File: src/design/arpc_pkg.sv
// ----------------------------------------------------------------------------
// arpc_pkg: shared types and constants for the ARP receive and cache block
// Field widths, protocol codes, action codes, register indexes, result word.
// ----------------------------------------------------------------------------
package arpc_pkg;

    localparam int CACHE_ENTRIES_DEF = 16;

    localparam int MAC_W     = 48;
    localparam int IP_W      = 32;
    localparam int ENTRY_W   = IP_W + MAC_W;
    localparam int CFG_IDX_W = 2;
    localparam int CFG_DAT_W = 48;
    localparam int SLOT_W    = 4;

    localparam logic [15:0] HW_ETHERNET = 16'h0001;
    localparam logic [15:0] PROTO_IPV4  = 16'h0800;
    localparam logic [7:0]  LEN_MAC     = 8'd6;
    localparam logic [7:0]  LEN_IP      = 8'd4;
    localparam logic [15:0] OP_REQUEST  = 16'd1;
    localparam logic [15:0] OP_REPLY    = 16'd2;

    localparam logic [CFG_IDX_W-1:0] REG_OWN_MAC = 2'd0;
    localparam logic [CFG_IDX_W-1:0] REG_OWN_IP  = 2'd1;

    typedef enum logic [1:0] {
        ACT_DROP    = 2'd0,
        ACT_REPLY   = 2'd1,
        ACT_UPDATED = 2'd2,
        ACT_FULL    = 2'd3
    } action_t;

    typedef struct packed {
        logic [15:0]      hw_type;
        logic [15:0]      proto_type;
        logic [7:0]       hw_len;
        logic [7:0]       proto_len;
        logic [15:0]      opcode;
        logic [MAC_W-1:0] sender_mac;
        logic [IP_W-1:0]  sender_ip;
        logic [IP_W-1:0]  target_ip;
    } item_t;

    typedef struct packed {
        action_t           action;
        logic [MAC_W-1:0]  reply_mac;
        logic [IP_W-1:0]   reply_ip;
        logic [SLOT_W-1:0] slot;
        logic              slot_was_new;
    } result_t;

endpackage

File: src/design/arpc_ram.sv
// ----------------------------------------------------------------------------
// arpc_ram: generic single-write, single-read synchronous RAM
// One write port, one read port, read data registered.
// ----------------------------------------------------------------------------
module arpc_ram #(
    parameter int WIDTH = 8,
    parameter int DEPTH = 16,
    localparam int AW   = (DEPTH > 1) ? $clog2(DEPTH) : 1
) (
    input  logic             clk,
    input  logic             wr_en,
    input  logic [AW-1:0]    wr_addr,
    input  logic [WIDTH-1:0] wr_data,
    input  logic             rd_en,
    input  logic [AW-1:0]    rd_addr,
    output logic [WIDTH-1:0] rd_data
);

    logic [WIDTH-1:0] mem [DEPTH];
    logic [WIDTH-1:0] rd_data_reg;

    always_ff @(posedge clk)
    begin
        if (wr_en)
        begin
            mem[wr_addr] <= wr_data;
        end
        if (rd_en)
        begin
            rd_data_reg <= mem[rd_addr];
        end
    end

    assign rd_data = rd_data_reg;

endmodule

File: src/design/arpc_ctrl.sv
// ----------------------------------------------------------------------------
// arpc_ctrl: header check, cache walk and update sequencer
// Walks the entry memory once per accepted reply packet, then writes back at most one entry.
// ----------------------------------------------------------------------------
module arpc_ctrl
    import arpc_pkg::*;
#(
    parameter int CACHE_ENTRIES = CACHE_ENTRIES_DEF,
    localparam int IDX_W = (CACHE_ENTRIES > 1) ? $clog2(CACHE_ENTRIES) : 1,
    localparam int CNT_W = $clog2(CACHE_ENTRIES + 1)
) (
    input  logic               clk,
    input  logic               rst_n,
    input  logic               item_valid,
    output logic               item_ready,
    input  item_t              item,
    input  logic [IP_W-1:0]    own_ip,
    output logic               res_valid,
    input  logic               res_ready,
    output result_t            res,
    output logic               mem_rd_en,
    output logic [IDX_W-1:0]   mem_rd_addr,
    input  logic [ENTRY_W-1:0] mem_rd_data,
    output logic               mem_wr_en,
    output logic [IDX_W-1:0]   mem_wr_addr,
    output logic [ENTRY_W-1:0] mem_wr_data
);

    typedef enum logic [3:0] {
        ST_IDLE   = 4'b0001,
        ST_SCAN   = 4'b0010,
        ST_WRITE  = 4'b0100,
        ST_FINISH = 4'b1000
    } state_t;

    state_t                   state_reg, state_next;
    logic [CNT_W-1:0]         cnt_reg, cnt_next;
    logic                     chk_reg, chk_next;
    logic [IDX_W-1:0]         chk_idx_reg, chk_idx_next;
    logic                     hit_reg, hit_next;
    logic [IDX_W-1:0]         hit_idx_reg, hit_idx_next;
    logic                     free_reg, free_next;
    logic [IDX_W-1:0]         free_idx_reg, free_idx_next;
    logic [CACHE_ENTRIES-1:0] valid_reg, valid_next;
    logic [MAC_W-1:0]         smac_reg, smac_next;
    logic [IP_W-1:0]          sip_reg, sip_next;
    result_t                  res_reg, res_next;

    logic hdr_ok;
    logic issue;
    logic entry_v;

    assign hdr_ok = (item.hw_type == HW_ETHERNET) && (item.proto_type == PROTO_IPV4)
                 && (item.hw_len == LEN_MAC) && (item.proto_len == LEN_IP)
                 && (item.target_ip == own_ip);

    assign issue   = (cnt_reg < CNT_W'(CACHE_ENTRIES));
    assign entry_v = valid_reg[chk_idx_reg];

    assign item_ready  = (state_reg == ST_IDLE);
    assign res_valid   = (state_reg == ST_FINISH);
    assign res         = res_reg;
    assign mem_rd_en   = (state_reg == ST_SCAN) && issue;
    assign mem_rd_addr = cnt_reg[IDX_W-1:0];
    assign mem_wr_data = {sip_reg, smac_reg};

    always_comb
    begin
        state_next    = state_reg;
        cnt_next      = cnt_reg;
        chk_next      = 1'b0;
        chk_idx_next  = chk_idx_reg;
        hit_next      = hit_reg;
        hit_idx_next  = hit_idx_reg;
        free_next     = free_reg;
        free_idx_next = free_idx_reg;
        valid_next    = valid_reg;
        smac_next     = smac_reg;
        sip_next      = sip_reg;
        res_next      = res_reg;
        mem_wr_en     = 1'b0;
        mem_wr_addr   = hit_reg ? hit_idx_reg : free_idx_reg;

        case (state_reg)
            ST_IDLE:
            begin
                if (item_valid)
                begin
                    smac_next = item.sender_mac;
                    sip_next  = item.sender_ip;
                    res_next  = '{ACT_DROP, '0, '0, '0, 1'b0};
                    cnt_next  = '0;
                    hit_next  = 1'b0;
                    free_next = 1'b0;
                    if (hdr_ok && (item.opcode == OP_REQUEST))
                    begin
                        res_next.action    = ACT_REPLY;
                        res_next.reply_mac = item.sender_mac;
                        res_next.reply_ip  = item.sender_ip;
                        state_next         = ST_FINISH;
                    end
                    else if (hdr_ok && (item.opcode == OP_REPLY))
                    begin
                        state_next = ST_SCAN;
                    end
                    else
                    begin
                        state_next = ST_FINISH;
                    end
                end
            end
            ST_SCAN:
            begin
                // issue one read a cycle, judge the entry read the cycle before
                if (issue)
                begin
                    chk_next     = 1'b1;
                    chk_idx_next = cnt_reg[IDX_W-1:0];
                    cnt_next     = cnt_reg + 1'b1;
                end
                if (chk_reg)
                begin
                    if (entry_v && !hit_reg
                        && (mem_rd_data[ENTRY_W-1 -: IP_W] == sip_reg))
                    begin
                        hit_next     = 1'b1;
                        hit_idx_next = chk_idx_reg;
                    end
                    if (!entry_v && !free_reg)
                    begin
                        free_next     = 1'b1;
                        free_idx_next = chk_idx_reg;
                    end
                end
                if (!issue && !chk_reg)
                begin
                    state_next = ST_WRITE;
                end
            end
            ST_WRITE:
            begin
                mem_wr_en  = hit_reg || free_reg;
                state_next = ST_FINISH;
                if (hit_reg)
                begin
                    res_next.action = ACT_UPDATED;
                    res_next.slot   = SLOT_W'(hit_idx_reg);
                end
                else if (free_reg)
                begin
                    res_next.action         = ACT_UPDATED;
                    res_next.slot           = SLOT_W'(free_idx_reg);
                    res_next.slot_was_new   = 1'b1;
                    valid_next[free_idx_reg] = 1'b1;
                end
                else
                begin
                    res_next.action = ACT_FULL;
                end
            end
            ST_FINISH:
            begin
                if (res_ready)
                begin
                    state_next = ST_IDLE;
                end
            end
            default:
            begin
                state_next = ST_IDLE;
            end
        endcase
    end

    always_ff @(posedge clk or negedge rst_n)
    begin
        if (!rst_n)
        begin
            state_reg <= ST_IDLE;
            cnt_reg   <= '0;
            chk_reg   <= 1'b0;
            hit_reg   <= 1'b0;
            free_reg  <= 1'b0;
            valid_reg <= '0;
        end
        else
        begin
            state_reg <= state_next;
            cnt_reg   <= cnt_next;
            chk_reg   <= chk_next;
            hit_reg   <= hit_next;
            free_reg  <= free_next;
            valid_reg <= valid_next;
        end
    end

    always_ff @(posedge clk)
    begin
        chk_idx_reg  <= chk_idx_next;
        hit_idx_reg  <= hit_idx_next;
        free_idx_reg <= free_idx_next;
        smac_reg     <= smac_next;
        sip_reg      <= sip_next;
        res_reg      <= res_next;
    end

endmodule

File: src/design/arp_receive_and_cache.sv
// ----------------------------------------------------------------------------
// arp_receive_and_cache: ARP receive check with an IP-to-MAC neighbor cache
// Validates parsed ARP fields, returns reply targets, maintains the cache.
// ----------------------------------------------------------------------------
// Usage
//   Item channel (item_valid/item_ready): one word holds the parsed fields of
//   one received ARP packet. The block works on one packet at a time and
//   raises item_ready only while no packet is in flight.
//   Result channel (result_valid/result_ready): exactly one word per packet,
//   held in an output register until taken.
//   Config channel (cfg_valid/cfg_ready): cfg_ready is always high; index 0
//   writes own_mac, index 1 writes own_ip, other indexes are ignored.
// Processing
//   Requests and dropped packets: the sequencer goes from accept straight to its finish state.
//   Replies: the walk reads one entry per cycle through the single read port
//   of the entry memory, then writes the chosen entry back if a hit or a
//   free slot was found.
//   A new packet can be accepted as soon as the result enters the output
//   register, even if that word is still waiting.
// Reset
//   Clears all entry valid bits at once; no memory clearing pass is needed.
// Stall
//   A stalled result register holds the finished packet in the sequencer,
//   which then accepts nothing until the word can move.
// ----------------------------------------------------------------------------
module arp_receive_and_cache
    import arpc_pkg::*;
#(
    parameter int CACHE_ENTRIES = CACHE_ENTRIES_DEF,
    localparam int IDX_W = (CACHE_ENTRIES > 1) ? $clog2(CACHE_ENTRIES) : 1
) (
    input  logic                 clk,
    input  logic                 rst_n,

    input  logic                 cfg_valid,
    output logic                 cfg_ready,
    input  logic [CFG_IDX_W-1:0] cfg_index,
    input  logic [CFG_DAT_W-1:0] cfg_data,

    input  logic                 item_valid,
    output logic                 item_ready,
    input  logic [15:0]          hw_type,
    input  logic [15:0]          proto_type,
    input  logic [7:0]           hw_len,
    input  logic [7:0]           proto_len,
    input  logic [15:0]          opcode,
    input  logic [MAC_W-1:0]     sender_mac,
    input  logic [IP_W-1:0]      sender_ip,
    input  logic [IP_W-1:0]      target_ip,

    output logic                 result_valid,
    input  logic                 result_ready,
    output logic [1:0]           action,
    output logic [MAC_W-1:0]     reply_mac,
    output logic [IP_W-1:0]      reply_ip,
    output logic [SLOT_W-1:0]    slot,
    output logic                 slot_was_new
);

    // configuration registers; own_mac is written by config but drives no output
    logic [MAC_W-1:0] own_mac_reg, own_mac_next;
    logic [IP_W-1:0]  own_ip_reg, own_ip_next;

    item_t   item;
    result_t res;
    logic    res_valid;
    logic    res_ready;

    logic               out_valid_reg, out_valid_next;
    result_t            out_reg, out_next;

    logic               mem_rd_en;
    logic [IDX_W-1:0]   mem_rd_addr;
    logic [ENTRY_W-1:0] mem_rd_data;
    logic               mem_wr_en;
    logic [IDX_W-1:0]   mem_wr_addr;
    logic [ENTRY_W-1:0] mem_wr_data;

    assign cfg_ready = 1'b1;

    always_comb
    begin
        own_mac_next = own_mac_reg;
        own_ip_next  = own_ip_reg;
        if (cfg_valid)
        begin
            case (cfg_index)
                REG_OWN_MAC: own_mac_next = cfg_data;
                REG_OWN_IP:  own_ip_next  = cfg_data[IP_W-1:0];
                default:     own_ip_next  = own_ip_reg;
            endcase
        end
    end

    assign item = '{hw_type, proto_type, hw_len, proto_len, opcode,
                    sender_mac, sender_ip, target_ip};

    arpc_ctrl #(
        .CACHE_ENTRIES (CACHE_ENTRIES)
    ) u_ctrl (
        .clk         (clk),
        .rst_n       (rst_n),
        .item_valid  (item_valid),
        .item_ready  (item_ready),
        .item        (item),
        .own_ip      (own_ip_reg),
        .res_valid   (res_valid),
        .res_ready   (res_ready),
        .res         (res),
        .mem_rd_en   (mem_rd_en),
        .mem_rd_addr (mem_rd_addr),
        .mem_rd_data (mem_rd_data),
        .mem_wr_en   (mem_wr_en),
        .mem_wr_addr (mem_wr_addr),
        .mem_wr_data (mem_wr_data)
    );

    // entry memory: {ip, mac} per slot
    arpc_ram #(
        .WIDTH (ENTRY_W),
        .DEPTH (CACHE_ENTRIES)
    ) u_entry_ram (
        .clk     (clk),
        .wr_en   (mem_wr_en),
        .wr_addr (mem_wr_addr),
        .wr_data (mem_wr_data),
        .rd_en   (mem_rd_en),
        .rd_addr (mem_rd_addr),
        .rd_data (mem_rd_data)
    );

    // output register: load when empty or being drained this cycle
    assign res_ready = !out_valid_reg || result_ready;

    always_comb
    begin
        out_valid_next = out_valid_reg;
        out_next       = out_reg;
        if (result_ready)
        begin
            out_valid_next = 1'b0;
        end
        if (res_valid && res_ready)
        begin
            out_valid_next = 1'b1;
            out_next       = res;
        end
    end

    always_ff @(posedge clk or negedge rst_n)
    begin
        if (!rst_n)
        begin
            own_mac_reg   <= '0;
            own_ip_reg    <= '0;
            out_valid_reg <= 1'b0;
        end
        else
        begin
            own_mac_reg   <= own_mac_next;
            own_ip_reg    <= own_ip_next;
            out_valid_reg <= out_valid_next;
        end
    end

    always_ff @(posedge clk)
    begin
        out_reg <= out_next;
    end

    assign result_valid = out_valid_reg;
    assign action       = out_reg.action;
    assign reply_mac    = out_reg.reply_mac;
    assign reply_ip     = out_reg.reply_ip;
    assign slot         = out_reg.slot;
    assign slot_was_new = out_reg.slot_was_new;

endmodule

File: config.mk
export PLATFORM = sky130hd
export DESIGN_NAME = arp_receive_and_cache
export DESIGN_NICKNAME = d
export VERILOG_FILES = /design/src/design/arpc_pkg.sv /design/src/design/arpc_ram.sv /design/src/design/arpc_ctrl.sv /design/src/design/arp_receive_and_cache.sv
export SDC_FILE = /design/constraint.sdc
export NUM_CORES = 1
export LEC_CHECK = 0
export BUFFER_PORTS_ARGS = -buffer_cell sky130_fd_sc_hd__buf_2
export CAP_MARGIN = 20
export CORE_AREA = 5 5 365 367
export CTS_BUF_LIST = sky130_fd_sc_hd__clkbuf_8
export DETAILED_ROUTE_END_ITERATION = 6
export DIE_AREA = 0 0 370 372
export GPL_ROUTABILITY_DRIVEN = 0
export PLACE_DENSITY = 0.66
export SLEW_MARGIN = 20
export SYNTH_ARGS = -nofsm -noshare
export SYNTH_HDL_FRONTEND = slang
export SYNTH_HIERARCHICAL = 1
export SYNTH_SLANG_ARGS = --single-unit
File: constraint.sdc
create_clock -name clk -period 8.5 [get_ports clk]
set_input_delay 2.55 -clock clk [delete_from_list [all_inputs] [get_ports clk]]
set_output_delay 2.55 -clock clk [all_outputs]
set_load 0.02 [all_outputs]
=== After elaboration in Yosys (flattened, before gate mapping) ===
Memories as Yosys holds them, arrays and structs flattened. A register that Yosys moved wholly into a read port is not among the register bits.
Cells that the tools add are included.

* Equal/unequal tests: 23
* $add $sub $neg: 1
* $lt $le $gt $ge: 4
* Reductions and logical operators: 37
* Multiplexer cells: 37
* Bitwise operators: 2

{| class="wikitable"
|+ Operators by type and width
! kind !! number
|-
| $mux W87 || 1
|-
| $mux W81 || 1
|-
| $eq A32 B32 Y1 || 2
|-
| $eq A16 B1 Y1 const B || 2
|-
| $mux W4 || 7
|-
| $pmux W5 S2 || 2
|-
| $reduce_and A3 Y1 || 6
|-
| $mux W1 || 17
|-
| $eq A16 B12 Y1 const B || 1
|-
| $eq A16 B2 Y1 const B || 1
|-
| $eq A8 B3 Y1 const B || 2
|-
| $or A16 B16 Y16 || 1
|-
| $pmux W4 S4 || 1
|-
| $mux W5 || 3
|-
| $logic_and A1 B1 Y1 || 13
|-
| $reduce_and A4 Y1 || 3
|-
| $lt A4 B5 Y1 const B || 2
|-
| $ne A2 B2 Y1 const B || 5
|-
| $ne A2 B1 Y1 const B || 4
|-
| $reduce_and A2 Y1 || 4
|-
| $logic_not A1 Y1 || 6
|-
| $reduce_bool A2 Y1 || 3
|-
| $add A5 B1 Y5 const B || 1
|-
| $lt A5 B5 Y1 const B || 1
|-
| other kinds (13) || 15
|}

* Bits of input ports: 231
* Word-level logic and storage cells: 128
* Register bits after elaboration: 327
* Bits in writable memories: 1280
* Output and inout bits: 90
* Memories kept: 1

{| class="wikitable"
|+ Memories
! memory !! words !! bits a word !! read ports !! clocked after Yosys merged registers in !! write ports !! RTL line !! text
|-
| u_entry_ram.mem || 16 || 80 || 1 || 1 || 1 || arpc_ram.sv:19 || <nowiki>logic [WIDTH-1:0] mem [DEPTH];</nowiki>
|}

=== Logic depth before layout (Yosys ltp) ===
Gate-level depths: netlist of the first run.

* Depth in word-level cells: 10
* Gate-level depth with buffers: 7
* Mapped depth without buffers: 6

=== Hierarchy ===
Netlist of the first run, hierarchy kept.

{| class="wikitable"
|+ By module, submodules not included
! module !! cells an instance !! area each (um2) !! instances !! sequential area each (um2)
|-
| arpc_ram || 2054 || 50223.2 || 1 || 40839.2
|-
| arpc_ctrl || 593 || 8648.3 || 1 || 6077.1
|-
| arp_receive_and_cache || 161 || 3995.1 || 1 || 3438.3
|}

=== Worst setup path before layout of the first run ===
OpenSTA, ideal clock, no wires.

* Path type: reg2reg
* From: register u_ctrl.state_reg[3]
* To: memory u_entry_ram/mem[0][0] (netlist name) (enable)
* Buffers on the path: 1
* Data required time: 7.883 ns
* Stages on the path, launching flop included: 6
* Slack: 0.723 ns
* Arrival: 7.160 ns
* Cells stage by stage: dfrtp_1 or4b_1 clkbuf_1 nor2_1 or3b_2 nor3_1

* Word-level cells in the longest chain between the ends: 4

{| class="wikitable"
|+ Ends and longest elaborated chain
! element !! RTL line !! text
|-
| from (decl) || arpc_ctrl.sv:36 || <nowiki>state_t state_reg, state_next;</nowiki>
|-
| from (signal assigned) || arpc_ctrl.sv:188 || <nowiki>state_reg <= state_next;</nowiki>
|-
| $eq A4 B3 Y1 || arpc_ctrl.sv:84 || <nowiki>case (state_reg)</nowiki>
|-
| $mux W1 || arpc_ctrl.sv:84 ||
|-
| named net mem_wr_en || arp_receive_and_cache.sv:75 || <nowiki>logic mem_wr_en;</nowiki>
|-
| $mux W1 || arpc_ram.sv:24 || <nowiki>if (wr_en)</nowiki>
|-
| $mux W1 (implied by the code) || arpc_ram.sv:26 || <nowiki>mem[wr_addr] <= wr_data;</nowiki>
|-
| to (decl) || arpc_ram.sv:19 ||
|}

The timed path passes the listed nets, and every way through them passes these cells.

=== Final worst setup path of the first run ===
* From: input target_ip[30]
* To: register u_ctrl.res_reg, in the netlist u_ctrl/res[61] (data pin)

* Word-level cells in the longest chain between the ends: 3

{| class="wikitable"
|+ Ends and longest elaborated chain
! element !! RTL line !! text
|-
| from (decl) || arp_receive_and_cache.sv:49 || <nowiki>input logic [IP_W-1:0] target_ip,</nowiki>
|-
| $eq A32 B32 Y1 || arpc_ctrl.sv:55 || <nowiki>&& (item.target_ip == own_ip);</nowiki>
|-
| $logic_and A1 B1 Y1 || arpc_ctrl.sv:55 ||
|-
| $logic_and A1 B1 Y1 || arpc_ctrl.sv:95 || <nowiki>if (hdr_ok && (item.opcode == OP_REQUEST))</nowiki>
|-
| to (signal assigned) || arpc_ctrl.sv:204 || <nowiki>res_reg <= res_next;</nowiki>
|-
| to (decl) || arpc_ctrl.sv:47 || <nowiki>result_t res_reg, res_next;</nowiki>
|}

Every way passes these cells.
A chain may end at the register's enable or synchronous reset.

==> summary.txt, run 1 <==
Clock network
  • CTS Sinks: around 820
  • Cts hold-fix bufs: 0
  • CTS Buf Count: approximately 140
  • Cts repair resizes: 0
  • Latest clock arrival within the worst-skew pair: approximately 0.80 ns
  • Root Driver: clkbuf_8
  • Clk pin slew, worst setup/hold paths: 0.06 ns
  • Postcts setup bufs: 0
  • Bufs on Longest Clock Path: 3
  • TritonCTS clock tree: built
  • H-tree depth: 4

Die
  • Die area: about 140,000 µm²
  • Num ports: roughly 320
  • Cell Rows: roughly 130
  • Die H: around 370 µm
  • Die Width: around 370 µm
  • Starting Density: 0.244
  • Core Footprint: 129,000 µm²

Synthesis
  • Mapped Avg Cell Area: 20.1 µm²
  • Mapped Area: around 31,000 µm²
  • Post-Syn Instances: approximately 1,600
  • Syn nets: around 1,800
  • Yosys warns: 6

Setup path
  • Worst r2r path cells: 5
  • Max FO, Critical Path: 66
  • Worst setup SP type: input port
  • Worst EP arrival: 5.31 ns
  • Critical path required time: a little over 9 ns
  • Reg-to-reg startpoint: u_ctrl/cnt_reg[1]$_DFFE_PN0P_
  • Crit path kind: input port to flop
  • FF-to-FF setup slack: around 5.2 ns
  • Setup crit start: target_ip[30]
  • Reg2reg end: u_entry_ram/rd_data[68]$_DFFE_PP_
  • Worst setup EP type: flop

Timing
  • Final Setup Violations: 0
  • Final period util: 0.553
  • RSZ-0062 raised after global routing: no
  • Final min period: approximately 4.7 ns
  • TNS Setup: 0 ns
  • Fmax: about 0.21 GHz
  • Worst slew pin tran: slightly above 1 ns
  • Final hold violation count: 0
  • Clk_skew: slightly below 0.03 ns
  • Worst Hold Slack: 0.405 ns
  • Max_slew headroom: 0.320
  • Max Slew Vio Count: 0

Global route
  • Largest net degree at the start of global routing: 86
  • GRT Overall Usage: 0.103
  • Antenna violations before repair: 5
  • Vias in the first global route: between 15,000 and 20,000
  • First-pass GRT wire length: ~110 mm
  • Total gr overflow: 0

Cells and area
  • Reg area: approximately 24,000 µm²
  • Nets@finish: 2,181
  • Layout cells sized above 1: 0.361
  • Fin util: 0.292
  • Fin area: about 38,000 µm²
  • Multi-input logic area: between 6000 and 7000 µm²
  • Max reg flops: around 500
  • FILL cells: ~13,000
  • Layout area overhead: 19.8%

Detailed routing
  • Antenna viol nets, final: 0
  • DR DRC count: 0
  • Initial DRC Count: 1,046
  • Avg WL per Cell: 18.8 µm
  • DR WL met3: ~6 mm
  • Met2 routed WL: approximately 34 mm
  • Length of routed wiring on met1: around 30 mm
  • Vias: 15,800
  • Final WL: just over 70 mm
  • Routed vias/inst: between 4 and 5
  • Pre-antenna DRT Iters: 5
  • DR top layer: met5

Outcome
  • Status: completed

Placement
  • PortBufs: between 300 and 400
  • Dpl hpwl: 40.4 mm
  • Placed instance area: about 35,000 µm²

Min path
  • Hold_sp: u_ctrl/res[48]$_SDFFCE_PN0P_
  • WHS Path Cells: 0
  • Worst hold path class: flop to flop
  • Hold endpoint: reply_mac[11]$_DFFE_PP_

Power
  • Leakage: about 0.013 µW
  • Maximum VDD drop: between 0.15 and 0.2 mV
  • Pwr Density: around 220 nW/µm²

Job
  • Number of max-cap violations: 0
==> critical path, cell delays in order <==
cell and delay [ns]:
buf_2 0.11, xnor2_1 0.34, nand4_1 0.19, nor4_2 0.57, nand4_4 0.59, buf_4 0.58, nor3_1 0.29
==> worst max-delay path by stage <==
| stage | endpoint | cells past startpoint |
|---|---|---|
| after global routing | item_ready | 2 |
| after floorplan | u_ctrl/res[10]$_SDFFCE_PN0P_ | 2 |
| after detailed placement | u_ctrl/res[55]$_SDFFCE_PN0P_ | 7 |
| final | u_ctrl/res[61]$_SDFFCE_PN0P_ | 7 |
| after global placement | u_ctrl/res[67]$_SDFFCE_PN0P_ | 7 |
| after CTS | item_ready | 2 |
==> per-stage QoR <==
| stage | instances | total power, µW | worst slack, ns |
|---|---|---|---|
| CTS | 3802 | 8470 | 3.74 |
| detailed placement | 3547 | 5010 | 2.93 |
| global placement | 3547 | 5000 | 3.03 |
| finish | 3805 | 8320 | 3.80 |
| global route | 3803 | 8700 | 3.74 |
| floorplan | 1568 | 4850 | 2.53 |
==> layer usage <==
layer  up-vias  global-route usage
met4         2              0.0336
met3       112              0.0358
li1       6988                   -
met2       587               0.166
met5         -                   0
met1      8096               0.130
==> report_power, final <==
group / internal [µW] / leakage (µW) / total [µW] / switching (µW)
logic: 125 / 0.00357 / 285 / 161
registers: 4540 / 0.00772 / 4630 / 84.2
clock network: 1790 / 0.00153 / 3410 / 1620
total: 6450 / 0.0128 / 8320 / 1870
==> layout by cell type, fill, tap and decap left out, types with 6 or more instances in the layout <==
master	count
clkinv_1	31
nor4b_1	6
clkbuf_8	148
o21bai_1	12
mux2_4	30
nand4_1	18
mux4_2	129
a22oi_1	64
inv_1	129
nor3_2	32
nor3_1	57
nor2_1	8
dfrtp_1	58
nor4_1	16
clkinv_2	11
o21ai_0	7
buf_2	303
buf_4	28
xor2_1	19
edfxtp_1	762
xnor2_1	46
nand2_1	51
nor2_4	13
==> layout make-up <==
type	count	area share
Timing Repair Buffer	332	0.0463
Tap cell	1742	0.0578
Clock buffer	148	0.0540
Sequential cell	823	0.647
Clock inverter	107	0.0174
Antenna cell	3	0.000199
Multi-Input combinational cell	564	0.169
Inverter	86	0.00869
Power figures use the tool's default switching activity.
==> run 2, diff against run 1 <==
--- a/config.mk
+++ b/config.mk
@@ -12,7 +12,7 @@
 export DETAILED_ROUTE_END_ITERATION = 6
 export DIE_AREA = 0 0 370 372
 export GPL_ROUTABILITY_DRIVEN = 0
-export PLACE_DENSITY = 0.66
+export PLACE_DENSITY = 0.68
 export SLEW_MARGIN = 20
 export SYNTH_ARGS = -nofsm -noshare
 export SYNTH_HDL_FRONTEND = slang
==> constraint.sdc (replaced) <==
create_clock -name clk -period 4.2 [get_ports clk]
set_input_delay 1.26 -clock clk [delete_from_list [all_inputs] [get_ports clk]]
set_output_delay 1.26 -clock clk [all_outputs]
set_load 0.02 [all_outputs]
==> summary.txt, run 2 (same netlist as run 1, synthesis figures left out) <==
Outcome
  • Status: completed

Detailed routing
  • Vias: 16,000 (+1.1%)
  • Final WL: 75.2 mm (+4.9%)
  • DR DRC count: 0 (unchanged)
  • Initial DRC Count: 1,214 (+16%)
  • Pre-antenna DRT Iters: 5 (unchanged)
  • Routed vias/inst: 4.18 (+0.78%)
  • Antenna viol nets, final: 0 (unchanged)
  • Avg WL per Cell: 19.7 µm (+4.5%)

Placement
  • PortBufs: 303 (unchanged)
  • Cells after DPL: 3,561 (+0.39%)
  • Dpl hpwl: 44.5 mm (+10%)
  • Pre-CTS WS: 0.728 ns (-2.20 ns)

Timing
  • Final min period: 3.20 ns
  • TNS Setup: 0 ns (unchanged)
  • Clk_skew: 0.0360 ns (+0.00673 ns)
  • Fmax: 0.313 GHz
  • Final hold violation count: 0 (unchanged)
  • Worst slew pin tran: 0.862 ns (-0.158 ns)
  • RSZ-0062 raised after global routing: no
  • Min setup slack post-route: 1.00 ns (-2.80 ns)
  • Max Slew Vio Count: 0 (unchanged)
  • Final period util: 0.762
  • Max_slew headroom: 0.424 (+0.104)
  • Final Setup Violations: 0 (unchanged)

Die
  • Starting Density: 0.244 (unchanged)
  • Die Width: 370 µm (unchanged)
  • Die H: 372 µm (unchanged)
  • Cell Rows: 132 (unchanged)
  • Core Footprint: 129,000 µm² (unchanged)
  • Num ports: 321 (unchanged)
  • Die area: 138,000 µm² (unchanged)

Global route
  • First-pass GRT wire length: 109 mm (+3.9%)
  • GRT Overall Usage: 0.107 (+0.00453)
  • Antenna violations before repair: 9 (+4)
  • Met3 Usage GRT: 0.0288 (-0.00701)
  • Met2 usage: 0.176 (+0.0103)
  • Top Usage Layer GRT: met2
  • Vias in the first global route: 16,800 (+0.042%)
  • Total gr overflow: 0 (unchanged)
  • Largest net degree at the start of global routing: 83 (-3.5%)
  • Met1 GRT Util: 0.138 (+0.00801)

Setup path
  • Reg2reg end: u_entry_ram/mem[0][56]$_DFFE_PP_
  • Max FO, Critical Path: 4 (-94%)
  • Critical path required time: 2.94 ns (-6.17 ns)
  • Worst setup EP type: output pin
  • FF-to-FF setup slack: 1.05 ns (-4.14 ns)
  • Worst setup SP type: flop
  • Worst r2r path cells: 5 (unchanged)
  • Reg-to-reg startpoint: u_ctrl/state_reg[3]$_DFFE_PN0P_
  • Crit path kind: flop to output pin
  • Setup crit start: u_ctrl/state_reg[0]$_DFFE_PN1P_
  • Worst EP arrival: 1.94 ns (-3.37 ns)

Min path
  • Worst hold path class: flop to flop
  • Hold endpoint: reply_ip[4]$_DFFE_PP_
  • Hold_sp: u_ctrl/res[9]$_SDFFCE_PN0P_
  • WHS Path Cells: 0 (unchanged)

Power
  • Leakage: 0.0129 µW (+1.0%)
  • Pwr Density: 446 nW/µm² (+100%)
  • Total Power: 16,900 µW (+100%)
  • Maximum VDD drop: 0.280 mV (+74%)

Clock network
  • CTS Sinks: 823 (unchanged)
  • Cts repair resizes: 0 (unchanged)
  • Cts hold-fix bufs: 0 (unchanged)
  • Root Driver: clkbuf_8
  • Bufs on Longest Clock Path: 3 (unchanged)
  • Clk pin slew, worst setup/hold paths: 0.08 ns (+0.02 ns)
  • TritonCTS clock tree: built
  • Postcts setup bufs: 0 (unchanged)
  • H-tree depth: 4 (unchanged)
  • CTS Buf Count: 142 (unchanged)
  • Latest clock arrival within the worst-skew pair: 0.78 ns (-0.02 ns)

Job
  • Number of max-cap violations: 0 (unchanged)

Cells and area
  • Commonest non-fill, non-tap cell in the layout: edfxtp_1
  • Max reg flops: 512 (unchanged)
  • Nets@finish: 2,195 (+0.64%)
  • Fin util: 0.294 (+0.00166)
  • Finished Layout Cells: 3,819 (+0.37%)
  • Layout area overhead: 20.5%
  • Layout cells sized above 1: 0.365 (+0.00480)
  • Most frequent cells in the layout: 762 x edfxtp_1, 303 x buf_2, 149 x clkbuf_8, 129 x inv_1, 129 x mux4_2
  • FILL cells: 12,800 (+0.23%)
==> run 2: changes by cell type in the layout (fill, tap and decap cells not counted), sizes merged <==
cell,before,now
clkinvlp,5,4
clkinv,44,47
bufinv,5,6
clkbuf,148,149
inv,139,135
buf,332,346
==> run 2: layout make-up <==
type | count | area, µm² | area share
flip-flops and latches | 823 | 24400 | 0.644
multi-input cells | 564 | 6350 | 0.167
well taps | 1742 | 2180 | 0.0574
clock buffers | 149 | 2050 | 0.0540
repair buffers | 346 | 1960 | 0.0518
clock inverters | 106 | 647 | 0.0170
inverters | 86 | 328 | 0.00864
diodes | 3 | 7.51 | 0.000198
==> run 2: worst max-delay path, stage by stage, from the launching register on <==
cell and delay (ns):
dfstp_2 0.55, nor4b_1 0.37, buf_2 0.27
==> run 2: worst max-delay path by stage <==
stage / end / slack [ns] / cells past startpoint
after floorplan: u_entry_ram/mem[12][48]$_DFFE_PP_ / 0.13 / 5
after global placement: u_ctrl/res[14]$_SDFFCE_PN0P_ / 0.86 / 7
after detailed placement: u_ctrl/res[66]$_SDFFCE_PN0P_ / 0.73 / 7
after CTS: item_ready / 0.85 / 2
after global routing: item_ready / 0.69 / 2
final: item_ready / 1.00 / 2
==> run 2: routing by layer <==
| metal | up-vias | share of wire |
|---|---|---|
| met3 | 129 | 0.072 |
| met4 | 0 | 0.027 |
| met1 | 8244 | 0.42 |
| li1 | 7017 | - |
| met5 | - | 0 |
| met2 | 576 | 0.49 |
==> run 2: per-stage QoR <==
step,cell area (µm²),hold slack [ns]
4_1_cts,37900,0.392
2_1_floorplan,31500,0.400
5_1_grt,37900,0.409
6_report,37900,0.395
3_3_place_gp,35200,0.401
3_5_place_dp,35200,0.405
==> run 2: power breakdown <==
group	switching, µW	total, µW	internal (µW)	leakage (µW)
registers	177	9370	9190	0.00772
clock network	3270	6940	3670	0.00153
logic	339	602	263	0.00370
total	3780	16900	13100	0.0129
